`config.mk`:
```
export PLATFORM = sky130hd
export DESIGN_NAME = polyline_arc_length_resampler
export DESIGN_NICKNAME = d
export VERILOG_FILES = /design/src/sv/plar_pkg.sv /design/src/sv/plar_datapath.sv /design/src/sv/plar_ctrl.sv /design/src/sv/polyline_arc_length_resampler.sv
export SDC_FILE = /design/constraint.sdc
export NUM_CORES = 2
export LEC_CHECK = 0
export ABC_AREA = 1
export BUFFER_PORTS_ARGS = -buffer_cell sky130_fd_sc_hd__buf_2
export CAP_MARGIN = 20
export CORE_ASPECT_RATIO = 1.2
export CORE_UTILIZATION = 25
export CTS_CLUSTER_DIAMETER = 100
export DETAILED_ROUTE_END_ITERATION = 8
export PLACE_DENSITY = 0.47
export SLEW_MARGIN = 0
export SYNTH_ARGS = -nofsm -noshare
export SYNTH_HDL_FRONTEND = slang
export SYNTH_SLANG_ARGS = --single-unit
```
`constraint.sdc`:
```
create_clock -name aclk -period 29.3 [get_ports aclk]
set_clock_uncertainty 0.05 [all_clocks]
set_input_delay 2.93 -clock aclk [delete_from_list [all_inputs] [get_ports aclk]]
set_output_delay 2.93 -clock aclk [all_outputs]
set_load 0.005 [all_outputs]
```
`src/sv/plar_pkg.sv`:
```
// shared types and constants for the polyline arc-length resampler
// used by plar_ctrl, plar_datapath and polyline_arc_length_resampler
`default_nettype none
package plar_pkg;

    localparam int DIST_W = 34;
    localparam int FRAC_W = 32;
    localparam logic [31:0] STEP_RESET = 32'h0001_0000;

    typedef enum logic [2:0] {
        OP_SQX  = 3'd0,
        OP_SQY  = 3'd1,
        OP_SQRT = 3'd2,
        OP_FRAC = 3'd3,
        OP_MULX = 3'd4,
        OP_MULY = 3'd5
    } plar_op_t;

    typedef enum logic [10:0] {
        ST_IDLE       = 11'b00000000001,
        ST_VTX        = 11'b00000000010,
        ST_SQX        = 11'b00000000100,
        ST_SQY        = 11'b00000001000,
        ST_SQRT       = 11'b00000010000,
        ST_EMIT_START = 11'b00000100000,
        ST_CHECK      = 11'b00001000000,
        ST_FRAC       = 11'b00010000000,
        ST_MULX       = 11'b00100000000,
        ST_MULY       = 11'b01000000000,
        ST_EMIT       = 11'b10000000000
    } plar_state_t;

    typedef struct packed {
        logic     load_vertex;
        logic     set_start;
        logic     commit;
        logic     op_start;
        plar_op_t op;
        logic     emit_start;
        logic     emit_point;
        logic     advance;
        logic     settle;
    } plar_cmd_t;

    typedef struct packed {
        logic busy;
        logic start_case;
        logic step_zero;
        logic seen_one;
        logic more;
        logic last;
        logic out_free;
    } plar_status_t;

endpackage
`default_nettype wire

```
`src/sv/plar_datapath.sv`:
```
// datapath: vertex and progress registers, shared shift-add multiplier,
// restoring square root and divider, output register; uses plar_pkg
`default_nettype none
module plar_datapath #(
    parameter int MAX_POINTS_PER_VERTEX = 64,
    parameter int COORD_WIDTH           = 32
) (
    input  wire logic                        aclk,
    input  wire logic                        aresetn,
    input  wire plar_pkg::plar_cmd_t         cmd,
    output plar_pkg::plar_status_t           status,
    input  wire logic                        in_new,
    input  wire logic [COORD_WIDTH-1:0]      in_x,
    input  wire logic [COORD_WIDTH-1:0]      in_y,
    input  wire logic                        cfg_we,
    input  wire logic [31:0]                 cfg_data,
    output logic [31:0]                      step_length,
    output logic                             out_valid,
    input  wire logic                        out_ready,
    output logic [COORD_WIDTH-1:0]           out_x,
    output logic [COORD_WIDTH-1:0]           out_y,
    output logic                             out_last,
    output logic                             out_trunc
);
    localparam int CW   = COORD_WIDTH;
    localparam int LW   = CW + 1;
    localparam int FW   = plar_pkg::FRAC_W;
    localparam int DW   = plar_pkg::DIST_W;
    localparam int MB   = (LW > FW) ? LW : FW;
    localparam int PW   = (2 * LW + 1 > LW + FW) ? 2 * LW + 1 : LW + FW;
    localparam int SQW  = 2 * LW;
    localparam int RW   = LW + 3;
    localparam int CMPW = (LW > DW) ? LW : DW;
    localparam int ITW  = $clog2(MB + 1);
    localparam int CNTW = $clog2(MAX_POINTS_PER_VERTEX + 1);

    logic [31:0]        step_reg;
    logic [CW-1:0]      prev_x_reg, prev_y_reg, cur_x_reg, cur_y_reg;
    logic               new_reg;
    logic [1:0]         seen_reg;
    logic [DW-1:0]      dist_reg;
    logic [LW-1:0]      len_reg, pos_reg;
    logic [CNTW-1:0]    cnt_reg;
    logic [FW-1:0]      f_reg;
    logic [CW-1:0]      px_reg;
    logic [PW-1:0]      acc_reg, a_sh_reg;
    logic [MB-1:0]      b_sh_reg;
    logic [ITW-1:0]     it_reg;
    plar_pkg::plar_op_t op_reg;
    logic [SQW-1:0]     sq_sh_reg;
    logic [RW-1:0]      srem_reg;
    logic [LW-1:0]      root_reg;
    logic [LW:0]        r_reg;
    logic               out_valid_reg, out_last_reg, out_trunc_reg;
    logic [CW-1:0]      out_x_reg, out_y_reg;

    // differences and magnitudes
    logic signed [LW-1:0] dx, dy;
    logic [LW-1:0]        mx, my;
    assign dx = $signed({cur_x_reg[CW-1], cur_x_reg}) - $signed({prev_x_reg[CW-1], prev_x_reg});
    assign dy = $signed({cur_y_reg[CW-1], cur_y_reg}) - $signed({prev_y_reg[CW-1], prev_y_reg});
    assign mx = dx[LW-1] ? LW'(-dx) : LW'(dx);
    assign my = dy[LW-1] ? LW'(-dy) : LW'(dy);

    // progress compare
    logic [LW-1:0]   rem_w;
    logic [CMPW-1:0] rem_ext, dist_ext;
    logic            more, cap, last;
    assign rem_w    = len_reg - pos_reg;
    assign rem_ext  = CMPW'(rem_w);
    assign dist_ext = CMPW'(dist_reg);
    assign more     = rem_ext > dist_ext;
    assign cap      = (CNTW'(cnt_reg + 1'b1) == CNTW'(MAX_POINTS_PER_VERTEX));
    assign last     = !more || cap;

    // rounded interpolation from the accumulator
    logic [PW-1:0] rounded;
    logic [CW-1:0] off_w;
    logic [CW-1:0] interp_x, interp_y;
    assign rounded  = acc_reg + PW'(64'h8000_0000);
    assign off_w    = rounded[FW +: CW];
    assign interp_x = dx[LW-1] ? prev_x_reg - off_w : prev_x_reg + off_w;
    assign interp_y = dy[LW-1] ? prev_y_reg - off_w : prev_y_reg + off_w;

    // one step of each iterative unit
    logic [RW-1:0] srem_sh, trial;
    logic [LW:0]   r_sh;
    assign srem_sh = {srem_reg[RW-3:0], sq_sh_reg[SQW-1 -: 2]};
    assign trial   = RW'({root_reg, 2'b01});
    assign r_sh    = {r_reg[LW-1:0], 1'b0};

    logic out_free;
    assign out_free = !out_valid_reg || out_ready;

    always_ff @(posedge aclk) begin
        if (!aresetn) begin
            step_reg      <= plar_pkg::STEP_RESET;
            prev_x_reg    <= '0;
            prev_y_reg    <= '0;
            seen_reg      <= '0;
            dist_reg      <= '0;
            it_reg        <= '0;
            out_valid_reg <= 1'b0;
        end else begin
            if (cfg_we) begin
                step_reg <= cfg_data;
            end
            if (out_valid_reg && out_ready) begin
                out_valid_reg <= 1'b0;
            end
            if (cmd.load_vertex) begin
                cur_x_reg <= in_x;
                cur_y_reg <= in_y;
                new_reg   <= in_new;
                pos_reg   <= '0;
                cnt_reg   <= '0;
            end
            if (cmd.set_start) begin
                prev_x_reg <= cur_x_reg;
                prev_y_reg <= cur_y_reg;
                seen_reg   <= 2'd1;
                dist_reg   <= DW'(step_reg);
            end
            if (cmd.commit) begin
                prev_x_reg <= cur_x_reg;
                prev_y_reg <= cur_y_reg;
                if (seen_reg != 2'd2) begin
                    seen_reg <= seen_reg + 2'd1;
                end
            end
            if (cmd.advance) begin
                pos_reg  <= LW'(CMPW'(pos_reg) + dist_ext);
                dist_reg <= DW'(step_reg);
            end
            if (cmd.settle) begin
                dist_reg <= DW'(dist_ext - rem_ext);
            end
            if (cmd.emit_start || cmd.emit_point) begin
                out_valid_reg <= 1'b1;
                out_x_reg     <= cmd.emit_start ? prev_x_reg : px_reg;
                out_y_reg     <= cmd.emit_start ? prev_y_reg : interp_y;
                out_last_reg  <= last;
                out_trunc_reg <= more && cap;
                cnt_reg       <= cnt_reg + 1'b1;
                if (!more) begin
                    dist_reg <= DW'(dist_ext - rem_ext);
                end
            end

            // shared iterative units
            if (cmd.op_start) begin
                op_reg <= cmd.op;
                it_reg <= ITW'(MB);
                case (cmd.op)
                    plar_pkg::OP_SQX: begin
                        acc_reg  <= '0;
                        a_sh_reg <= PW'(mx);
                        b_sh_reg <= MB'(mx);
                    end
                    plar_pkg::OP_SQY: begin
                        a_sh_reg <= PW'(my);
                        b_sh_reg <= MB'(my);
                    end
                    plar_pkg::OP_SQRT: begin
                        it_reg    <= ITW'(LW);
                        sq_sh_reg <= acc_reg[SQW-1:0];
                        srem_reg  <= '0;
                        root_reg  <= '0;
                    end
                    plar_pkg::OP_FRAC: begin
                        // starts together with the advance, so take the advanced position
                        it_reg <= ITW'(FW);
                        r_reg  <= (LW + 1)'(CMPW'(pos_reg) + dist_ext);
                        f_reg  <= '0;
                    end
                    plar_pkg::OP_MULX: begin
                        acc_reg  <= '0;
                        a_sh_reg <= PW'(mx);
                        b_sh_reg <= MB'(f_reg);
                    end
                    plar_pkg::OP_MULY: begin
                        px_reg   <= interp_x;
                        acc_reg  <= '0;
                        a_sh_reg <= PW'(my);
                        b_sh_reg <= MB'(f_reg);
                    end
                    default: begin
                        it_reg <= '0;
                    end
                endcase
            end else if (it_reg != '0) begin
                it_reg <= it_reg - 1'b1;
                case (op_reg)
                    plar_pkg::OP_SQRT: begin
                        sq_sh_reg <= {sq_sh_reg[SQW-3:0], 2'b00};
                        if (srem_sh >= trial) begin
                            srem_reg <= srem_sh - trial;
                            root_reg <= {root_reg[LW-2:0], 1'b1};
                        end else begin
                            srem_reg <= srem_sh;
                            root_reg <= {root_reg[LW-2:0], 1'b0};
                        end
                        if (it_reg == ITW'(1)) begin
                            len_reg <= (srem_sh >= trial) ? {root_reg[LW-2:0], 1'b1}
                                                          : {root_reg[LW-2:0], 1'b0};
                        end
                    end
                    plar_pkg::OP_FRAC: begin
                        if (r_sh >= {1'b0, len_reg}) begin
                            r_reg <= r_sh - {1'b0, len_reg};
                            f_reg <= {f_reg[FW-2:0], 1'b1};
                        end else begin
                            r_reg <= r_sh;
                            f_reg <= {f_reg[FW-2:0], 1'b0};
                        end
                    end
                    default: begin
                        if (b_sh_reg[0]) begin
                            acc_reg <= acc_reg + a_sh_reg;
                        end
                        a_sh_reg <= {a_sh_reg[PW-2:0], 1'b0};
                        b_sh_reg <= {1'b0, b_sh_reg[MB-1:1]};
                    end
                endcase
            end
        end
    end

    always_comb begin
        status.busy       = (it_reg != '0);
        status.start_case = new_reg || (seen_reg == 2'd0);
        status.step_zero  = (step_reg == 32'd0);
        status.seen_one   = (seen_reg == 2'd1);
        status.more       = more;
        status.last       = last;
        status.out_free   = out_free;
    end

    assign step_length = step_reg;
    assign out_valid   = out_valid_reg;
    assign out_x       = out_x_reg;
    assign out_y       = out_y_reg;
    assign out_last    = out_last_reg;
    assign out_trunc   = out_trunc_reg;

endmodule
`default_nettype wire

```
`src/sv/plar_ctrl.sv`:
```
// controller state machine sequencing one vertex through the datapath
// uses plar_pkg command and status types
`default_nettype none
module plar_ctrl (
    input  wire logic                   aclk,
    input  wire logic                   aresetn,
    input  wire logic                   in_valid,
    output logic                        in_ready,
    input  wire plar_pkg::plar_status_t status,
    output plar_pkg::plar_cmd_t         cmd
);
    plar_pkg::plar_state_t state_reg, state_next;

    always_ff @(posedge aclk) begin
        if (!aresetn) begin
            state_reg <= plar_pkg::ST_IDLE;
        end else begin
            state_reg <= state_next;
        end
    end

    always_comb begin
        state_next = state_reg;
        cmd        = '0;
        cmd.op     = plar_pkg::OP_SQX;
        in_ready   = 1'b0;
        case (state_reg)
            plar_pkg::ST_IDLE: begin
                in_ready = 1'b1;
                if (in_valid) begin
                    cmd.load_vertex = 1'b1;
                    state_next      = plar_pkg::ST_VTX;
                end
            end
            plar_pkg::ST_VTX: begin
                if (status.start_case) begin
                    cmd.set_start = 1'b1;
                    state_next    = plar_pkg::ST_IDLE;
                end else if (status.step_zero) begin
                    cmd.commit = 1'b1;
                    state_next = plar_pkg::ST_IDLE;
                end else begin
                    cmd.op_start = 1'b1;
                    cmd.op       = plar_pkg::OP_SQX;
                    state_next   = plar_pkg::ST_SQX;
                end
            end
            plar_pkg::ST_SQX: begin
                if (!status.busy) begin
                    cmd.op_start = 1'b1;
                    cmd.op       = plar_pkg::OP_SQY;
                    state_next   = plar_pkg::ST_SQY;
                end
            end
            plar_pkg::ST_SQY: begin
                if (!status.busy) begin
                    cmd.op_start = 1'b1;
                    cmd.op       = plar_pkg::OP_SQRT;
                    state_next   = plar_pkg::ST_SQRT;
                end
            end
            plar_pkg::ST_SQRT: begin
                if (!status.busy) begin
                    state_next = status.seen_one ? plar_pkg::ST_EMIT_START
                                                 : plar_pkg::ST_CHECK;
                end
            end
            plar_pkg::ST_EMIT_START: begin
                if (status.out_free) begin
                    cmd.emit_start = 1'b1;
                    if (status.last) begin
                        cmd.commit = 1'b1;
                        state_next = plar_pkg::ST_IDLE;
                    end else begin
                        state_next = plar_pkg::ST_CHECK;
                    end
                end
            end
            plar_pkg::ST_CHECK: begin
                if (status.more) begin
                    cmd.advance  = 1'b1;
                    cmd.op_start = 1'b1;
                    cmd.op       = plar_pkg::OP_FRAC;
                    state_next   = plar_pkg::ST_FRAC;
                end else begin
                    cmd.settle = 1'b1;
                    cmd.commit = 1'b1;
                    state_next = plar_pkg::ST_IDLE;
                end
            end
            plar_pkg::ST_FRAC: begin
                if (!status.busy) begin
                    cmd.op_start = 1'b1;
                    cmd.op       = plar_pkg::OP_MULX;
                    state_next   = plar_pkg::ST_MULX;
                end
            end
            plar_pkg::ST_MULX: begin
                if (!status.busy) begin
                    cmd.op_start = 1'b1;
                    cmd.op       = plar_pkg::OP_MULY;
                    state_next   = plar_pkg::ST_MULY;
                end
            end
            plar_pkg::ST_MULY: begin
                if (!status.busy) begin
                    state_next = plar_pkg::ST_EMIT;
                end
            end
            plar_pkg::ST_EMIT: begin
                if (status.out_free) begin
                    cmd.emit_point = 1'b1;
                    if (status.last) begin
                        cmd.commit = 1'b1;
                        state_next = plar_pkg::ST_IDLE;
                    end else begin
                        state_next = plar_pkg::ST_CHECK;
                    end
                end
            end
            default: begin
                state_next = plar_pkg::ST_IDLE;
            end
        endcase
    end

endmodule
`default_nettype wire

```
`src/sv/polyline_arc_length_resampler.sv`:
```
// top level of the polyline arc-length resampler: stream and apb ports
// instantiates plar_ctrl and plar_datapath, uses plar_pkg
//
// usage
//   vertices enter on the s_ stream: s_tdata = {vertex_y, vertex_x}, s_tuser = new_polyline
//   sample points leave on the m_ stream: m_tdata = {point_y, point_x},
//   m_tlast = last_of_run, m_tuser = truncated
//   step_length (unsigned q16.16) is written over apb at byte address 0; the user must
//   write it only while idle, which the block itself leaves unenforced
// sequencing
//   one vertex at a time; a start vertex or a zero step only records the vertex
//   a segment squares both differences on the shift-add multiplier and then runs the
//   bit-per-cycle square root up to its first sample check; each sample point then takes
//   32 divider steps for the fraction and one shift-add product per axis
// reset
//   synchronous active-low aresetn clears the previous vertex, the seen-vertex count, the
//   carried distance and the output valid flag; step_length returns to 1.0
// back-pressure
//   a point sits in the output register until taken; the sequencer stalls only when it
//   has a newer point and that register is still full
`default_nettype none
module polyline_arc_length_resampler #(
    parameter int MAX_POINTS_PER_VERTEX = 64,
    parameter int COORD_WIDTH           = 32
) (
    input  wire logic                              aclk,
    input  wire logic                              aresetn,
    // vertex transactions
    input  wire logic                              s_tvalid,
    output logic                                   s_tready,
    input  wire logic [((2*COORD_WIDTH+7)/8)*8-1:0] s_tdata,  // vertex_x, vertex_y
    input  wire logic                              s_tuser,  // new_polyline
    // point transactions
    output logic                                   m_tvalid,
    input  wire logic                              m_tready,
    output logic [((2*COORD_WIDTH+7)/8)*8-1:0]     m_tdata,  // point_x, point_y
    output logic                                   m_tlast,  // last_of_run
    output logic                                   m_tuser,  // truncated
    // configuration
    input  wire logic                              psel,
    input  wire logic                              penable,
    input  wire logic                              pwrite,
    input  wire logic [2:0]                        paddr,
    input  wire logic [31:0]                       pwdata,
    output logic [31:0]                            prdata,
    output logic                                   pready
);
    localparam int CW = COORD_WIDTH;
    localparam int TW = ((2 * CW + 7) / 8) * 8;

    plar_pkg::plar_cmd_t    cmd;
    plar_pkg::plar_status_t status;
    logic                   cfg_we;
    logic [31:0]            step_length;
    logic [CW-1:0]          out_x, out_y;

    // register write on the apb access phase, step_length is the only register
    assign pready = 1'b1;
    assign cfg_we = psel && penable && pwrite && (paddr == 3'd0);
    assign prdata = (paddr == 3'd0) ? step_length : 32'd0;

    plar_ctrl u_ctrl (
        .aclk     (aclk),
        .aresetn  (aresetn),
        .in_valid (s_tvalid),
        .in_ready (s_tready),
        .status   (status),
        .cmd      (cmd)
    );

    plar_datapath #(
        .MAX_POINTS_PER_VERTEX (MAX_POINTS_PER_VERTEX),
        .COORD_WIDTH           (COORD_WIDTH)
    ) u_datapath (
        .aclk        (aclk),
        .aresetn     (aresetn),
        .cmd         (cmd),
        .status      (status),
        .in_new      (s_tuser),
        .in_x        (s_tdata[CW-1:0]),
        .in_y        (s_tdata[2*CW-1:CW]),
        .cfg_we      (cfg_we),
        .cfg_data    (pwdata),
        .step_length (step_length),
        .out_valid   (m_tvalid),
        .out_ready   (m_tready),
        .out_x       (out_x),
        .out_y       (out_y),
        .out_last    (m_tlast),
        .out_trunc   (m_tuser)
    );

    // pad the point pair up to whole bytes
    assign m_tdata = TW'({out_y, out_x});

endmodule
`default_nettype wire
```
# Word level (Yosys, flattened, before mapping)
# Cells that the tools add are included.
# totals
reg_bits	754
in_bits	107
out_inout_bits	101
elab_cells	232
# op_classes
addsub	18
order_cmp	3
eq_ne	36
n_mux	102
bitwise	1
n_reduce_logical	44
# ops
op	count
$mux W67	8
$mux W33	16
$mux W32	13
$mux W34	10
$mux W66	4
$pmux W67 S2	1
$pmux W11 S10	1
$pmux W33 S3	1
$mux W11	8
$add A67 B67 Y67	1
$neg A33 Y33	2
$sub A32 B32 Y33	2
$sub A33 B33 Y33	2
$add A32 B32 Y32	2
$add A64 B32 Y64 const B	1
$sub A32 B32 Y32	2
$ge A36 B35 Y1	1
$ge A34 B33 Y1	1
$gt A33 B34 Y1	1
$sub A34 B33 Y34	1
$sub A34 B34 Y34	1
$add A33 B33 Y33	1
$logic_not A32 Y1	1
$mux W7	4
other kinds (50)	119

# Longest topological paths before layout
# depth
word_depth	9
mapped_depth	34
mapped_depth_nobuf	31

# Hierarchy
# Synthesis repeated with hierarchy kept, for this count alone.
# hier_totals
hier_cells	7659
hier_area_um2	55799.8
# by_module_without_submodules
mod	instances	cells_each	area_each_um2	seq_area_each_um2
plar_datapath	1	7429	54514.8	20860.0
plar_ctrl	1	156	887.1	220.2
polyline_arc_length_resampler	1	74	397.9	0.0

# Least setup slack after synthesis
# OpenSTA, ideal clock, no wires.
# synth_timing
kind	register -> register
from	register u_datapath.len_reg[0]
to	register u_datapath.root_reg[0], enable pin
setup_ps	627
arrival_ps	9742
required_ps	28623
slack_ps	18881
path_stages_with_launch	29
path_buffers	0
period_less_slack_ps	10419
cell_sequence	edfxtp_1 -> inv_1 -> ha_1 -> inv_1 -> fa_1 -> nand3_1 -> nand2_1 -> a21oi_1 -> o21ai_1 -> a21boi_0 -> o21ai_1 -> a21boi_0 -> o21ai_1 -> a21oi_1 -> xor2_1 -> ha_1 -> nand2_1 -> inv_1 -> a21oi_1 -> inv_2 -> nand2_1 -> nand3_1 -> a31oi_2 -> nand3_4 -> nand4_4 -> nand2_1 -> o21ai_0 -> inv_1 -> nor2_1
# synth_between
elab_chain_cells	7
word_cells_on_any_way	9
classes_between	add/sub (1); order compare (1); eq/ne (2); mux (2); reduce/logical (3)
# synth_lines
item	line_no	source
from (decl)	plar_datapath.sv:42	logic [LW-1:0] len_reg, pos_reg;
from (signal assigned)	plar_datapath.sv:204	len_reg <= (srem_sh >= trial) ? {root_reg[LW-2:0], 1'b1}
$sub A33 B33 Y33 *	plar_datapath.sv:69	assign rem_w = len_reg - pos_reg;
$gt A33 B34 Y1 *	plar_datapath.sv:72	assign more = rem_ext > dist_ext;
$mux W4 *	plar_ctrl.sv:80	if (status.more) begin
$pmux W4 S6 *	plar_ctrl.sv:27	case (state_reg)
$eq A3 B2 Y1	plar_datapath.sv:154	case (cmd.op)
$ne A2 B1 Y1 (no source line)	n/a	
$reduce_and A4 Y1 (no source line) *	n/a	
to (signal assigned)	plar_datapath.sv:198	root_reg <= {root_reg[LW-2:0], 1'b1};
to (signal assigned)	plar_datapath.sv:201	root_reg <= {root_reg[LW-2:0], 1'b0};
to (decl)	plar_datapath.sv:52	logic [LW-1:0] root_reg;
# Every way passes the cells marked *; elsewhere a longest branch is shown, timed or not.
# A chain may end at the register's enable or synchronous reset.

# Worst setup path after layout
# layout_timing
from	register u_datapath.len_reg[0]
to	register u_datapath.root_reg[3], enable pin
# Same word-level chain as after synthesis.

==> results.toml <==
[sta]
setup_viol = 0
fin_crit_ps = 8870
hold_violations = 0
fmax_ghz = 0.113
rsz0062_at_grt = "no"
finalCritPeriodShare_pct = 30.3
whs_ps = 398
finalSetupTns_ps = 0
slew_headroom_pct = 20.3
maxSlewViolCount = 0
tightest_slew_ps = 1180

[route]
via_count = 51435
drtIter0Drc = 3539
routed_wl_mm = 204
drc = 0
wl_per_cell_um = 18.6
ant_nets = 0
drt_first_pass_iters = 5
vias_per_cell = 4.68

[critical_path]
worst_setup_path_start_kind = "flip-flop"
slowest_stage = "buf_4"
crit_required_ps = 29590
critPathArrivalTime_ps = 9150
worstSetupPathType = "flip-flop to flip-flop"
crit_path_end_kind = "flip-flop"
slowest_delay_ps = 840
path_max_fanout = 177
reg2reg_slack_ps = 20430
worst_path_dominant_cell_family = "buffers and inverters"
path_buf_inv = 8

[floorplan]
die_area_um2 = 228000
fp.dieH_um = 523
core.rowCount = 190
fp.coreArea_um2 = 224000
io-pin-count = 208
die_width_um = 436
start_util_pct = 25.2

[power_and_ir_drop]
p_seq_share_pct = 28.1
comb_power_share_pct = 50.2
switching_power_w = 0.00263
p_int_w = 0.00302
clkPwrFrac_pct = 21.6
netSwitchingFraction_pct = 46.6
ir_worst_vdd_mv = 0.0498
power_density_nw_per_um2 = 88.2
p_leak_nw = 28.8
total_power_w = 0.00565

[status]
status = "complete, no violations"

[synth]
synthFlopType = "edfxtp_1"
synth_cells = 7777
ys_types = 70
ys_seq_area_share_pct = 37.3
syn-cell-area_um2 = 56500
synth-seq-cells = 752
yosys_warnings = 0
synth_edf_count = 602
synth_nets = 8256
ys_async_sr_fraction_pct = 0
syn_area_per_cell_um2 = 7.27

[grt]
grt_max_degree = 178
grt_overflow_total = 0
grtUsageTotal_pct = 17.4
first_global_vias = 50363
grt_pass1_wl_mm = 306
antenna_found_initial = 3

[final_layout]
final_nets = 8422
syn_to_final_growth_pct = 13.2
nFillCells = 24763
drive_above_1_share_pct = 6.54

[cts]
clk_latency_ps = 750
post-cts-setup-buffers = 0
cts-resized-gates = 0
cts_buffer_depth = 3
clockRootBuffer = "clkbuf_16"
h-tree-depth = 3
hold_buffers = 0
path_clk_slew_ps = 60
tritoncts = "done"
clock_sinks = 752
cts_buffers = 93

[place]
hpwl_mm = 164
io_buffers = 206
gp_congestion = 0.923

[run]
cap_violations = 0

[min_path]
hold_class = "flip-flop to flip-flop"
-- final timing paths --
check | startpoint | end | depth (start not counted)
max | u_datapath.len_reg[0] | u_datapath.root_reg[3] | 28
max reg2reg | u_datapath.len_reg[0] | u_datapath.root_reg[3] | 28
min reg2reg | u_datapath.root_reg[26] | u_datapath.len_reg[27] | 0
min | u_datapath.root_reg[26] | u_datapath.len_reg[27] | 0
-- layout by cell type, fill, tap and decap left out, drive strengths merged, types with 3 or more instances in the layout --
cell type     n
a211oi       11
nand4        94
clkbuf      128
o21ai       508
dfxtp       150
nand3b       22
o22a          3
nor2        945
bufinv       10
o21a         40
edfxtp      602
buf         243
o2111ai       7
a21o         38
o22ai        15
xnor2       113
fa            9
a21boi       22
nor3         97
o21bai       30
ha          363
and2         12
clkinv       32
o221ai        5
a221oi       14
o211ai       78
o31ai         8
a21oi       558
nand3       318
inv        1181
nor3b         5
a31oi        69
or2          33
nor4         25
nand2      2025
xor2        197
-- layer usage --
metal,GRT usage [%],up-vias,share of wire (%)
li1,-,25978,-
met1,20.7,24035,43
met4,8.10,2,4.8
met2,31.5,1110,50
met5,0,-,0.0039
met3,1.58,310,3.2
-- metrics by stage --
step / std cells / cell area (µm²) / util [%] / setup slack [ps]
floorplan: 7777 / 56500 / - / 18880
global placement: 10824 / 60800 / 27.2 / 20520
detailed placement: 10824 / 60800 / 27.2 / 20350
CTS: 10998 / 64000 / 28.6 / 20380
global route: 10999 / 64000 / 28.6 / 19720
finish: 10999 / 64000 / 28.6 / 20430
-- cells in the mapped netlist, types with 8 or more instances --
library cell  count  area (µm²)
nand2_1        2006        7530
inv_1          1145        4300
nor2_1          921        3460
edfxtp_1        602       18100
a21oi_1         556        2780
o21ai_0         420        2100
ha_1            363        4540
nand3_1         313        1570
xor2_1          192        1680
dfxtp_1         150        3000
xnor2_1         113         990
nand4_1          93         582
nor3_1           88         440
o21ai_1          87         435
buf_2            83         415
o211ai_1         78         586
clkbuf_1         72         270
a31oi_1          68         425
o21a_1           40         300
a21o_1           38         285
or2_2            31         194
inv_2            30         113
o21bai_1         29         218
nor4_1           23         144
nand3b_1         22         165
a21boi_0         18         135
nand2_2          17         106
o22ai_1          15        93.8
a221oi_1         14         123
nor2_2           13        81.3
and2_1           12        75.1
a211oi_1         11        82.6
fa_1              9         180
buf_4             8        60.1
nor2_4            8        90.1
o31ai_1           8        60.1
-- logic make-up (layout without fill, tap and decap cells) --
group                    count (synthesis)  after routing  synth area share, %
AND/OR/NAND/NOR                       3578           3578                 26.2
AO/OA/AOI/OAI                         1414           1414                 14.0
buffers and inverters                 1350           1595                 9.29
flip-flops                             752            752                 37.3
adder cells (fa/ha/maj)                372            372                 8.35
XOR/XNOR                               310            310                 4.91
other                                    1              2              0.00663
-- final cells by class --
type                       count  area, µm²  share of cell area (%)
tap                         2976       3720                    5.82
timing repair buffer         243       1320                    2.07
antenna                        1       2.50                 0.00391
sequential                   752      21100                    32.9
clock buffer                 128       2610                    4.08
clock inverter                46        572                   0.893
inverter                    1178       4430                    6.91
multi-input combinational   5675      30300                    47.3
-- power groups by stage --
stage               clock network (W)  registers, W  logic (W)
CTS                           0.00125       0.00159    0.00284
detailed placement                  0       0.00162    0.00283
floorplan                           0       0.00153    0.00196
global route                  0.00129       0.00160    0.00317
global placement                    0       0.00161    0.00282
finish                        0.00122       0.00159    0.00284
(Power assumes the default switching activity.)
